File: src/sv/dcpb_pkg.sv
// ----------------------------------------------------------------------------
// Display capture pixel blender package
// Payload types, configuration register map and pixel field constants shared
// by the capture blender modules.
// ----------------------------------------------------------------------------
package dcpb_pkg;

    localparam int CFG_INDEX_W = 3;
    localparam int CFG_DATA_W  = 5;

    // Configuration register indexes.
    localparam logic [CFG_INDEX_W-1:0] CFG_CAPTURE_MODE   = 3'd0;
    localparam logic [CFG_INDEX_W-1:0] CFG_BLEND_FACTOR_A = 3'd1;
    localparam logic [CFG_INDEX_W-1:0] CFG_BLEND_FACTOR_B = 3'd2;
    localparam logic [CFG_INDEX_W-1:0] CFG_CAPTURE_SIZE   = 3'd3;
    localparam logic [CFG_INDEX_W-1:0] CFG_DEST_BANK      = 3'd4;
    localparam logic [CFG_INDEX_W-1:0] CFG_DEST_OFFSET    = 3'd5;
    localparam logic [CFG_INDEX_W-1:0] CFG_SOURCE_SELECT  = 3'd6;
    localparam logic [CFG_INDEX_W-1:0] CFG_LCDC_MAP       = 3'd7;

    // Capture modes.
    localparam logic [1:0] MODE_SOURCE_A = 2'd0;
    localparam logic [1:0] MODE_SOURCE_B = 2'd1;

    // Blend weights are in sixteenths and clamp at one.
    localparam logic [4:0] EV_MAX     = 5'd16;
    localparam logic [4:0] CHAN_MAX   = 5'h1F;
    localparam logic [9:0] ROUND_HALF = 10'd8;

    typedef struct packed {
        logic [7:0]  scan_line;
        logic [7:0]  column;
        logic [31:0] pixel_two_d;
        logic [31:0] pixel_three_d;
        logic [15:0] pixel_b_vram;
        logic [15:0] pixel_b_fifo;
        logic        vram_b_mapped;
    } in_item_t;

    typedef struct packed {
        logic        write_enable;
        logic [15:0] write_address;
        logic [15:0] pixel_out;
        logic [7:0]  dirty_block;
    } out_item_t;

    typedef struct packed {
        logic [1:0] capture_mode;
        logic [4:0] blend_factor_a;
        logic [4:0] blend_factor_b;
        logic [1:0] capture_size;
        logic [1:0] dest_bank;
        logic [1:0] dest_offset;
        logic [1:0] source_select;
        logic [3:0] lcdc_map;
    } cfg_t;

    typedef struct packed {
        logic        hit;
        logic [15:0] address;
        logic [7:0]  dirty;
    } addr_res_t;

endpackage

File: src/sv/dcpb_addr.sv
// ----------------------------------------------------------------------------
// Capture address unit
// Clips the pixel against the capture area and the destination bank mapping,
// and forms the wrapped halfword address and the dirty block of the line.
// ----------------------------------------------------------------------------
module dcpb_addr (
    input  dcpb_pkg::cfg_t      cfg,
    input  logic [7:0]          scan_line,
    input  logic [7:0]          column,
    output dcpb_pkg::addr_res_t res
);
    import dcpb_pkg::*;

    logic        wide;
    logic        in_area;
    logic        bank_mapped;
    logic [15:0] line_base;
    logic [15:0] start;

    always_comb
    begin
        wide = (cfg.capture_size != 2'd0);
        // Height is 128 lines for the narrow size, otherwise 64 per size step,
        // so the line is inside when its top two bits are below the size.
        if (wide)
        begin
            in_area = (scan_line[7:6] < cfg.capture_size);
        end
        else
        begin
            in_area = !scan_line[7] && !column[7];
        end
        bank_mapped = cfg.lcdc_map[cfg.dest_bank];
        line_base   = wide ? {scan_line, 8'd0} : {1'b0, scan_line, 7'd0};
        start       = {cfg.dest_offset, 14'd0} + line_base;

        res.hit = in_area && bank_mapped;
        if (res.hit)
        begin
            res.address = start + {8'd0, column};
            res.dirty   = start[15:8];
        end
        else
        begin
            res.address = '0;
            res.dirty   = '0;
        end
    end

endmodule

File: src/sv/dcpb_mix.sv
// ----------------------------------------------------------------------------
// Capture pixel mixer
// Selects sources A and B, converts A to 5:5:5 with alpha, and gives A, B or a
// blend of the two with clamped weights, rounding and saturation.
// ----------------------------------------------------------------------------
module dcpb_mix (
    input  dcpb_pkg::cfg_t     cfg,
    input  dcpb_pkg::in_item_t item,
    output logic [15:0]        pixel
);
    import dcpb_pkg::*;

    function automatic logic [4:0] mix_chan(
        input logic [4:0] ca,
        input logic [4:0] cb,
        input logic [4:0] eva,
        input logic [4:0] evb
    );
        logic [9:0] sum;
        logic [5:0] d;
        sum = {5'd0, ca} * {5'd0, eva} + {5'd0, cb} * {5'd0, evb} + ROUND_HALF;
        d   = sum[9:4];
        return (d > {1'b0, CHAN_MAX}) ? CHAN_MAX : d[4:0];
    endfunction

    logic [31:0] pa;
    logic [15:0] pb;
    logic        has_b;
    logic        aa;
    logic        ab;
    logic [4:0]  eva;
    logic [4:0]  evb;
    logic [4:0]  ra, ga, ba;
    logic [4:0]  rb, gb, bb;
    logic        ad;

    always_comb
    begin
        pa = cfg.source_select[0] ? item.pixel_three_d : item.pixel_two_d;
        if (cfg.source_select[1])
        begin
            pb    = item.pixel_b_fifo;
            has_b = 1'b1;
        end
        else
        begin
            pb    = item.pixel_b_vram;
            has_b = item.vram_b_mapped;
        end

        eva = (cfg.blend_factor_a > EV_MAX) ? EV_MAX : cfg.blend_factor_a;
        evb = (cfg.blend_factor_b > EV_MAX) ? EV_MAX : cfg.blend_factor_b;
        aa  = (pa[31:24] != 8'd0);
        ab  = has_b && pb[15];
        // A colour without its alpha takes no part in the blend.
        ra  = aa ? pa[5:1]   : 5'd0;
        ga  = aa ? pa[13:9]  : 5'd0;
        ba  = aa ? pa[21:17] : 5'd0;
        rb  = ab ? pb[4:0]   : 5'd0;
        gb  = ab ? pb[9:5]   : 5'd0;
        bb  = ab ? pb[14:10] : 5'd0;
        ad  = ((eva != 5'd0) && aa) || ((evb != 5'd0) && ab);

        case (cfg.capture_mode)
            MODE_SOURCE_A: pixel = {aa, pa[21:17], pa[13:9], pa[5:1]};
            MODE_SOURCE_B: pixel = has_b ? pb : 16'd0;
            default:
                pixel = {ad, mix_chan(ba, bb, eva, evb), mix_chan(ga, gb, eva, evb),
                         mix_chan(ra, rb, eva, evb)};
        endcase
    end

endmodule

File: src/sv/display_capture_pixel_blender.sv
// ----------------------------------------------------------------------------
// Display capture pixel blender
// Takes one captured pixel per item and gives one destination write item:
// enable, wrapped halfword address, 5:5:5 pixel with alpha and dirty block.
// ----------------------------------------------------------------------------
// Path: an accepted item is held in the input register, then in the result
// register.
// Throughput: one item per cycle; both registers advance together whenever
// the result register is empty or being taken.
// Reset clears the valid flags and all configuration registers to zero.
module display_capture_pixel_blender (
    input  logic                           clk,
    input  logic                           rst_n,
    input  logic                           in_valid,
    output logic                           in_ready,
    input  dcpb_pkg::in_item_t             in_data,
    output logic                           out_valid,
    input  logic                           out_ready,
    output dcpb_pkg::out_item_t            out_data,
    input  logic                           cfg_we,
    input  logic [dcpb_pkg::CFG_INDEX_W-1:0] cfg_index,
    input  logic [dcpb_pkg::CFG_DATA_W-1:0]  cfg_data
);
    import dcpb_pkg::*;

    cfg_t      cfg_reg;
    cfg_t      cfg_next;
    in_item_t  in_item_reg;
    logic      in_valid_reg;
    out_item_t out_item_reg;
    out_item_t out_item_next;
    logic      out_valid_reg;
    logic      out_free;
    logic      in_load;
    logic      out_load;
    addr_res_t addr_res;
    logic [15:0] mixed_pixel;

    // Configuration write port.
    always_comb
    begin
        cfg_next = cfg_reg;
        if (cfg_we)
        begin
            case (cfg_index)
                CFG_CAPTURE_MODE:   cfg_next.capture_mode   = cfg_data[1:0];
                CFG_BLEND_FACTOR_A: cfg_next.blend_factor_a = cfg_data[4:0];
                CFG_BLEND_FACTOR_B: cfg_next.blend_factor_b = cfg_data[4:0];
                CFG_CAPTURE_SIZE:   cfg_next.capture_size   = cfg_data[1:0];
                CFG_DEST_BANK:      cfg_next.dest_bank      = cfg_data[1:0];
                CFG_DEST_OFFSET:    cfg_next.dest_offset    = cfg_data[1:0];
                CFG_SOURCE_SELECT:  cfg_next.source_select  = cfg_data[1:0];
                CFG_LCDC_MAP:       cfg_next.lcdc_map       = cfg_data[3:0];
                default:            cfg_next = cfg_reg;
            endcase
        end
    end

    always_ff @(posedge clk or negedge rst_n)
    begin
        if (!rst_n)
        begin
            cfg_reg <= '0;
        end
        else
        begin
            cfg_reg <= cfg_next;
        end
    end

    // Handshake: the result register frees a slot when it is empty or taken,
    // and the input register moves on into it in the same cycle.
    assign out_free = !out_valid_reg || out_ready;
    assign out_load = in_valid_reg && out_free;
    assign in_ready = !in_valid_reg || out_free;
    assign in_load  = in_valid && in_ready;

    always_ff @(posedge clk or negedge rst_n)
    begin
        if (!rst_n)
        begin
            in_valid_reg  <= 1'b0;
            out_valid_reg <= 1'b0;
        end
        else
        begin
            if (in_ready)
            begin
                in_valid_reg <= in_valid;
            end
            if (out_free)
            begin
                out_valid_reg <= in_valid_reg;
            end
        end
    end

    dcpb_addr u_addr (
        .cfg       (cfg_reg),
        .scan_line (in_item_reg.scan_line),
        .column    (in_item_reg.column),
        .res       (addr_res)
    );

    dcpb_mix u_mix (
        .cfg   (cfg_reg),
        .item  (in_item_reg),
        .pixel (mixed_pixel)
    );

    always_comb
    begin
        out_item_next.write_enable  = addr_res.hit;
        out_item_next.write_address = addr_res.address;
        out_item_next.pixel_out     = addr_res.hit ? mixed_pixel : 16'd0;
        out_item_next.dirty_block   = addr_res.dirty;
    end

    always_ff @(posedge clk)
    begin
        if (in_load)
        begin
            in_item_reg <= in_data;
        end
        if (out_load)
        begin
            out_item_reg <= out_item_next;
        end
    end

    assign out_valid = out_valid_reg;
    assign out_data  = out_item_reg;

    // An item in the input register moves on whenever the result slot is free.
    assert property (@(posedge clk) disable iff (!rst_n)
        in_valid_reg && out_free |=> out_valid_reg)
    else $error("item in input register was not moved to the result register");

    // A suppressed write carries an all-zero payload.
    assert property (@(posedge clk) disable iff (!rst_n)
        out_valid_reg && !out_item_reg.write_enable |->
            out_item_reg.write_address == 16'd0 && out_item_reg.pixel_out == 16'd0 &&
            out_item_reg.dirty_block == 8'd0)
    else $error("suppressed write has a nonzero payload");

    // The column never carries into the line's block, so the address and the
    // dirty block share their top byte.
    assert property (@(posedge clk) disable iff (!rst_n)
        out_valid_reg |-> out_item_reg.write_address[15:8] == out_item_reg.dirty_block)
    else $error("dirty block does not match the write address");

    // Input is refused only while the input register holds a stalled item.
    assert property (@(posedge clk) disable iff (!rst_n)
        !in_ready |-> in_valid_reg && out_valid_reg)
    else $error("input refused with a free slot");

endmodule
File: config.mk
export PLATFORM = sky130hd
export DESIGN_NAME = display_capture_pixel_blender
export DESIGN_NICKNAME = d
export VERILOG_FILES = /design/src/sv/dcpb_pkg.sv /design/src/sv/dcpb_addr.sv /design/src/sv/dcpb_mix.sv /design/src/sv/display_capture_pixel_blender.sv
export SDC_FILE = /design/constraint.sdc
export NUM_CORES = 1
export LEC_CHECK = 0
export BUFFER_PORTS_ARGS = -buffer_cell sky130_fd_sc_hd__clkbuf_2
export CAP_MARGIN = 40
export CORE_MARGIN = 2
export CORE_UTILIZATION = 64
export DETAILED_ROUTE_END_ITERATION = 10
export MAX_ROUTING_LAYER = met4
export PLACE_DENSITY = 0.88
export REMOVE_ABC_BUFFERS = 1
export SYNTH_ARGS = -nofsm -noshare
export SYNTH_HDL_FRONTEND = slang
export SYNTH_SLANG_ARGS = --single-unit
export TNS_END_PERCENT = 5
File: constraint.sdc
create_clock -name clk -period 13.9 [get_ports clk]
set_input_delay 1.39 -clock clk [delete_from_list [all_inputs] [get_ports clk]]
set_output_delay 1.39 -clock clk [all_outputs]
set_load 0.01 [all_outputs]
==> results of run 1 <==
-- kinds of logic after synthesis --
| group | share of synthesized area, % |
|---|---|
| muxes | 4.65 |
| AOI/OAI and AO/OA | 7.11 |
| buffers and inverters | 5.51 |
| and+or+nand+nor | 14.5 |
| xor gates and xnor gates | 2.40 |
| adders and majority gates | 26.5 |
| DFF | 39.3 |
-- worst register-to-register path, stage by stage, from the launching register on --
cell      delay (ns)
dfrtp_1         0.32
buf_4           0.38
nand3b_2        0.23
nand2_2         0.32
nor2_1          0.44
nand2_1         0.14
fa_1            0.55
fa_1            0.56
inv_1           0.06
fa_1            0.46
fa_1            0.54
inv_1           0.05
fa_1            0.53
inv_1           0.05
ha_1            0.34
nand2_1         0.09
nor2_1          0.06
a211oi_1        0.43
o211ai_1        0.24
o211ai_4        0.16
nor2_1          0.08
a21oi_1         0.21
-- worst paths after layout --
| kind | cells past startpoint | end | slack [ns] |
|---|---|---|---|
| hold reg to reg | 1 | out_valid | 0.50 |
| min in group asynchronous | 1 | out_valid | 0.95 |
| setup reg to reg | 21 | out_data[11] | 7.48 |
| hold / removal | 1 | out_valid | 0.50 |
| max in group asynchronous | 1 | cfg_reg[14] | 12.52 |
| setup / recovery | 21 | out_data[11] | 7.48 |
-- routing by layer --
metal	part of all wire, %	track usage (%)	vias to the layer above
li1	-	-	3970
met1	38	37.7	4218
met2	50	50.8	425
met3	7.8	6.32	104
met4	4.6	14.3	0
met5	0	-	-
-- cell usage after synthesis (3+ instances only) --
master,instances,share of area (%)
a211oi_1,8,0.50
a211oi_2,3,0.31
a21o_1,9,0.56
a21oi_1,35,1.5
a31oi_1,8,0.42
and2_1,34,1.8
and3_1,3,0.16
buf_1,6,0.19
clkbuf_1,24,0.75
dfrtp_1,26,5.4
edfxtp_1,136,34
fa_1,99,16
ha_1,97,10
inv_1,135,4.2
mux2_2,21,2.0
mux2i_1,30,2.5
nand2_1,95,3.0
nand2b_1,14,0.73
nand3_1,11,0.46
nand4b_1,3,0.22
nor2_1,120,3.7
nor2b_1,9,0.47
nor3_1,15,0.62
nor4_1,3,0.16
o211ai_1,4,0.25
o21ai_0,13,0.54
o21ai_1,8,0.33
o22a_1,6,0.44
o22ai_1,11,0.57
or2_2,19,0.99
or3_1,8,0.42
xnor2_1,17,1.2
xor2_1,16,1.2
-- cell type report --
type / instances / area share, %
repair buffers: 160 / 6.19
multi-input cells: 759 / 48.7
inverters: 137 / 3.78
clock buffers: 17 / 3.11
well taps: 234 / 2.14
flip-flops and latches: 162 / 34.6
clock inverters: 15 / 1.46
-- metrics by stage --
stage	total power [mW]	util [%]	std cells	hold slack, ns
after global placement	1.68	70.0	1449	0.460
after global routing	2.42	73.6	1484	0.526
after detailed placement	1.74	70.2	1451	0.472
final	2.25	73.6	1484	0.503
after floorplan	1.46	-	1058	0.449
after CTS	2.23	73.5	1483	0.505
-- power by group through the flow --
| stage | Combinational (mW) | Clock (mW) | Sequential (mW) |
|---|---|---|---|
| 2_1_floorplan | 0.810 | 0 | 0.646 |
| 3_3_place_gp | 1.05 | 0 | 0.636 |
| 3_5_place_dp | 1.10 | 0 | 0.639 |
| 4_1_cts | 1.12 | 0.485 | 0.630 |
| 5_1_grt | 1.27 | 0.505 | 0.635 |
| 6_report | 1.13 | 0.482 | 0.630 |
==> results.ini, run 1 <==
[run_status]
status = finished, final reports clean

[floorplanning]
dieWidth_um = 141
fp.coreArea_um2 = 18600
dieArea_um2 = 19900
io_pins = 169
rows = 50
start_util_pct = 64.8
dieHeight_um = 141

[timing]
fmax_mhz = 156
tns_ns = 0
drv_slew = 0
maxSlewHeadroom_pct = 41.3
min_period_ns = 6.42
finalCritPeriodShare_pct = 46.2
hold_viol = 0
tightest_slew_ns = 0.880
final.setup.worst_slack_ns = 7.48
finalSetupViolations = 0
rsz0062_at_grt = no
finClkSkew_ns = 0.0123

[grt]
grt_pass1_vias = 9016
overflow = 0
grtUsageTotal_pct = 31.2
antenna_found_initial = 0
grt_max_degree = 66
grt_pass1_wl_um = 45700

[place]
place_area_um2 = 13000
port_buffers = 150
place.gp.congestion = 0.980
hpwlAfterDp_um = 20900
pre_cts_ws_ns = 7.70

[yosys]
ys_seq_elements = 162
syn-cell-area_um2 = 12000
post_synth_num_cell_types = 73
synthArstFlopShare_pct = 16.0
avgSynthCellArea_um2 = 11.0
synth_edf_count = 136
ys_warn_count = 0
synth-main-ff-cell = edfxtp_1
yosysSeqAreaShare_pct = 39.3
syn_inst = 1093

[pwr]
p_leak_nw = 6.28
powerDensity_nw_per_um2 = 164
p_seq_share_pct = 28.1
p_int_mw = 1.30
combPwrFrac_pct = 50.5
p_switching_uw = 944
p_sw_share_pct = 42.0
vdd_drop_max_mv = 0.116
p_clk_share_pct = 21.5

[route]
drc = 0
first_pass_iters = 7
wl_um = 28700
via_per_inst = 5.87
drt_first_iter_violations = 785
ant_nets = 0
num_vias = 8717
wire_per_inst_um = 19.3

[clocking]
cts_root_buf = clkbuf_16
cts_buffer_depth = 2
cts_tree = done
cts_hold_buf = 0
cts_resized = 0
path_clk_slew_ns = 0.08
post-cts-setup-buffers = 0
numCtsBuffers = 17
cts_htree_levels = 4
worstSkewPairLatency_ns = 0.44
cts_sinks = 162

[finish]
largest_register_ffs = 95
area_growth_pct = 13.5
post-route-cell-area_um2 = 13700
layout_common_cells = clkbuf_2, edfxtp_1, inv_1, nor2_1, fa_1
antenna_cells = 0
multi_input_area_um2 = 6650
layout_commonest_cell = clkbuf_2
regArea_um2 = 4730
n_fill_cell = 1190
nets = 1559
drive_above_1_share_pct = 21.0

[min_path]
hold_class = reg -> reg
hold_path_startpoint = in_valid_reg

[worst_setup_path]
crit_chain = buf_4, nand3b_2, nand2_2, nor2_1, nand2_1, fa_1, fa_1, inv_1, fa_1, fa_1, inv_1, fa_1, inv_1, ha_1, nand2_1, nor2_1, a211oi_1, o211ai_1, o211ai_4, nor2_1, a21oi_1
crit_required_ns = 14.18
cpMostUsedCell = fa_1
crit_path_max_incr_delay_ns = 0.56
startpoint = cfg_reg[4]
cp_num_buf_inv = 4
cp_max_fo = 25
cp_top_family = adder cells
critPathKind = reg -> reg
worst_r2r_startpoint = cfg_reg[4]
end_kind = flip-flop
crit_arrival_ns = 6.70
slowest_stage = fa_1
cp-start-kind = flip-flop

[job]
maxCapViolations = 0

Power figures use the tool's default switching activity.
==> run 2: changes to the inputs <==
--- a/config.mk
+++ b/config.mk
@@ -8,10 +8,10 @@
 export BUFFER_PORTS_ARGS = -buffer_cell sky130_fd_sc_hd__clkbuf_2
 export CAP_MARGIN = 40
 export CORE_MARGIN = 2
-export CORE_UTILIZATION = 64
+export CORE_UTILIZATION = 53
 export DETAILED_ROUTE_END_ITERATION = 10
 export MAX_ROUTING_LAYER = met4
-export PLACE_DENSITY = 0.88
+export PLACE_DENSITY = 0.78
 export REMOVE_ABC_BUFFERS = 1
 export SYNTH_ARGS = -nofsm -noshare
 export SYNTH_HDL_FRONTEND = slang
==> constraint.sdc (replaced) <==
create_clock -name clk -period 5.9 [get_ports clk]
set_input_delay 0.59 -clock clk [delete_from_list [all_inputs] [get_ports clk]]
set_output_delay 0.59 -clock clk [all_outputs]
set_load 0.01 [all_outputs]
==> results.ini, run 2 (synthesized netlist as in run 1, its figures left out) <==
[pwr]
p_int_mw = 3.19  ; +140%
power_mw = 5.47  ; +140%
combPwrFrac_pct = 52.4  ; +1.9 points
p_switching_mw = 2.28  ; +140%
p_seq_share_pct = 26.9  ; -1.2 points
p_leak_nw = 6.47  ; +3.2%
p_clk_share_pct = 20.7  ; -0.8 points
p_sw_share_pct = 41.7  ; -0.35 points
powerDensity_nw_per_um2 = 387  ; +140%
vdd_drop_max_mv = 0.273  ; +140%

[floorplanning]
rows = 55  ; +10%
dieWidth_um = 155  ; +9.6%
fp.coreArea_um2 = 22500  ; +21%
start_util_pct = 53.5  ; -11 points
dieHeight_um = 155  ; +9.6%
dieArea_um2 = 23900  ; +20%
io_pins = 169  ; unchanged

[run_status]
status = finished, final reports clean

[timing]
tns_ns = 0  ; unchanged
fmax_mhz = 174  ; +12%
finClkSkew_ns = 0.0144  ; +0.00216 ns
drv_slew = 0  ; unchanged
finalCritPeriodShare_pct = 97.3  ; +51 points
rsz0062_at_grt = yes
finalSetupViolations = 0  ; unchanged
maxSlewHeadroom_pct = 35.4  ; -6.0 points
min_period_ns = 5.74  ; -0.681 ns
tightest_slew_ns = 0.967  ; +0.0874 ns
hold_viol = 0  ; unchanged

[worst_setup_path]
slowest_stage = fa_1
crit_path_max_incr_delay_ns = 0.56  ; about the same
end_kind = flip-flop
cpMostUsedCell = fa_1
crit_required_ns = 6.18  ; -8.00 ns
cp_max_fo = 5  ; -80%
critPathKind = reg -> reg
cp_top_family = adder cells
crit_arrival_ns = 6.02  ; -0.68 ns
cp_num_buf_inv = 4  ; unchanged
cp-start-kind = flip-flop
crit_chain = nor4_4, nand3_2, nand2_2, buf_6, nor2_1, nand2_1, fa_1, fa_1, inv_1, fa_1, fa_1, inv_1, fa_1, inv_1, ha_4, and2_4, o2111ai_4, a21o_1, a211oi_4, o21ai_1, a21oi_1

[route]
num_vias = 8671  ; -0.53%
via_per_inst = 5.52  ; -6.0%
first_pass_iters = 6  ; -1
drt_first_iter_violations = 629  ; -20%
drc = 0  ; unchanged
ant_nets = 0  ; unchanged
wl_um = 28500  ; -0.73%
wire_per_inst_um = 18.1  ; -6.2%

[finish]
drive_above_1_share_pct = 24.0  ; +3.1 points
largest_register_ffs = 95  ; unchanged
fin_cells = 1570  ; +5.8%
antenna_cells = 0  ; unchanged
post-route-cell-area_um2 = 14100  ; +3.4%
nets = 1594  ; +2.2%
layout_common_cells = clkbuf_2, edfxtp_1, inv_1, nor2_1, fa_1
area_growth_pct = 17.4
layout_commonest_cell = clkbuf_2

[place]
place.gp.congestion = 0.922  ; -5.9%
place_inst = 1535  ; +5.8%
place_area_um2 = 13400  ; +2.7%
hpwlAfterDp_um = 21600  ; +3.4%
port_buffers = 150  ; unchanged

[clocking]
path_clk_slew_ns = 0.07  ; about the same
cts_buffer_depth = 2  ; unchanged
numCtsBuffers = 17  ; unchanged
cts_htree_levels = 4  ; unchanged
worstSkewPairLatency_ns = 0.44  ; about the same
cts_root_buf = clkbuf_16
cts_sinks = 162  ; unchanged
cts_tree = done

[grt]
grt_pass1_wl_um = 46200  ; +1.1%
grtUsageMet1_pct = 32.7  ; -5.0 points
antenna_found_initial = 0  ; unchanged
busiest_layer = met2
grtUsageTotal_pct = 25.8  ; -5.4 points
grt_pass1_vias = 9095  ; +0.88%
overflow = 0  ; unchanged
use_met2_pct = 41.9  ; -8.9 points
grtUsageMet3_pct = 4.23  ; -2.1 points
grt_max_degree = 66  ; unchanged

[job]
maxCapViolations = 0  ; unchanged

[min_path]
hold_class = in -> async

run 2: cell count changes in the layout (fill, tap and decap cells not counted), sizes merged:
cell	change
inv	+2
buf	+35
clkinv	-1
clkinvlp	-1
run 2: stage by stage:
stage | utilization [%] | hold WS, ns | setup WS, ns
2_1_floorplan | - | 0.294 | -0.559
3_3_place_gp | 59.4 | 0.469 | 0.165
3_5_place_dp | 59.5 | 0.497 | 0.0713
4_1_cts | 62.3 | 0.177 | 0.00141
5_1_grt | 62.8 | 0.224 | -0.0446
6_report | 62.8 | 0.174 | 0.162
run 2: final cells by class:
class	instances	area, um^2
Sequential cell	162	4730
Tap cell	285	357
Multi-Input combinational cell	759	6760
Clock inverter	15	183
Fill cell	1738	8370
Timing Repair Buffer	195	1160
Clock buffer	17	425
Inverter	137	517
run 2: routing by layer:
| layer | wire [um] | vias up | part of all wire, % |
|---|---|---|---|
| li1 | - | 4037 | - |
| met3 | 2130 | 61 | 7.5 |
| met5 | 0 | - | 0 |
| met4 | 690 | 0 | 2.4 |
| met1 | 11500 | 4194 | 40 |
| met2 | 14100 | 379 | 50 |
run 2: power groups by stage:
stage          registers, mW  clock network, mW  logic (mW)
2_1_floorplan           1.52                  0        1.91
3_3_place_gp            1.49                  0        2.62
3_5_place_dp            1.49                  0        2.70
4_1_cts                 1.47               1.15        2.74
5_1_grt                 1.48               1.19        3.21
6_report                1.47               1.13        2.87
run 2: worst reg2reg max path, stage by stage, from the launching register on:
cell and delay [ns]:
edfxtp_1 0.42, nor4_4 0.41, nand3_2 0.14, nand2_2 0.13, buf_6 0.12, nor2_1 0.05, nand2_1 0.09, fa_1 0.45
fa_1 0.52, inv_1 0.05, fa_1 0.52, fa_1 0.56, inv_1 0.06, fa_1 0.54, inv_1 0.07, ha_4 0.28
and2_4 0.15, o2111ai_4 0.14, a21o_1 0.23, a211oi_4 0.33, o21ai_1 0.13, a21oi_1 0.21
run 2: final timing paths:
check	cells past startpoint	slack, ns	to	startpoint
setup / recovery	21	0.16	out_data[16]	in_item_reg[61]
hold / removal	1	0.17	cfg_reg[9]	rst_n
setup reg to reg	21	0.16	out_data[16]	in_item_reg[61]
hold reg to reg	1	0.51	cfg_reg[3]	cfg_reg[3]
max in group asynchronous	1	5.29	cfg_reg[18]	rst_n
min in group clk	1	0.32	in_item_reg[34]	in_data[34]
run 2: what timing repair did:
action | CTS | global route
cloned | 0 | 0
pin swaps | 0 | 23
hold buffers | 0 | 0
endpoints found under the hold margin | 0 | 0
gates resized for setup | 2 | 17
buffers inserted | 0 | 3
endpoints found under the setup margin | 1 | 14
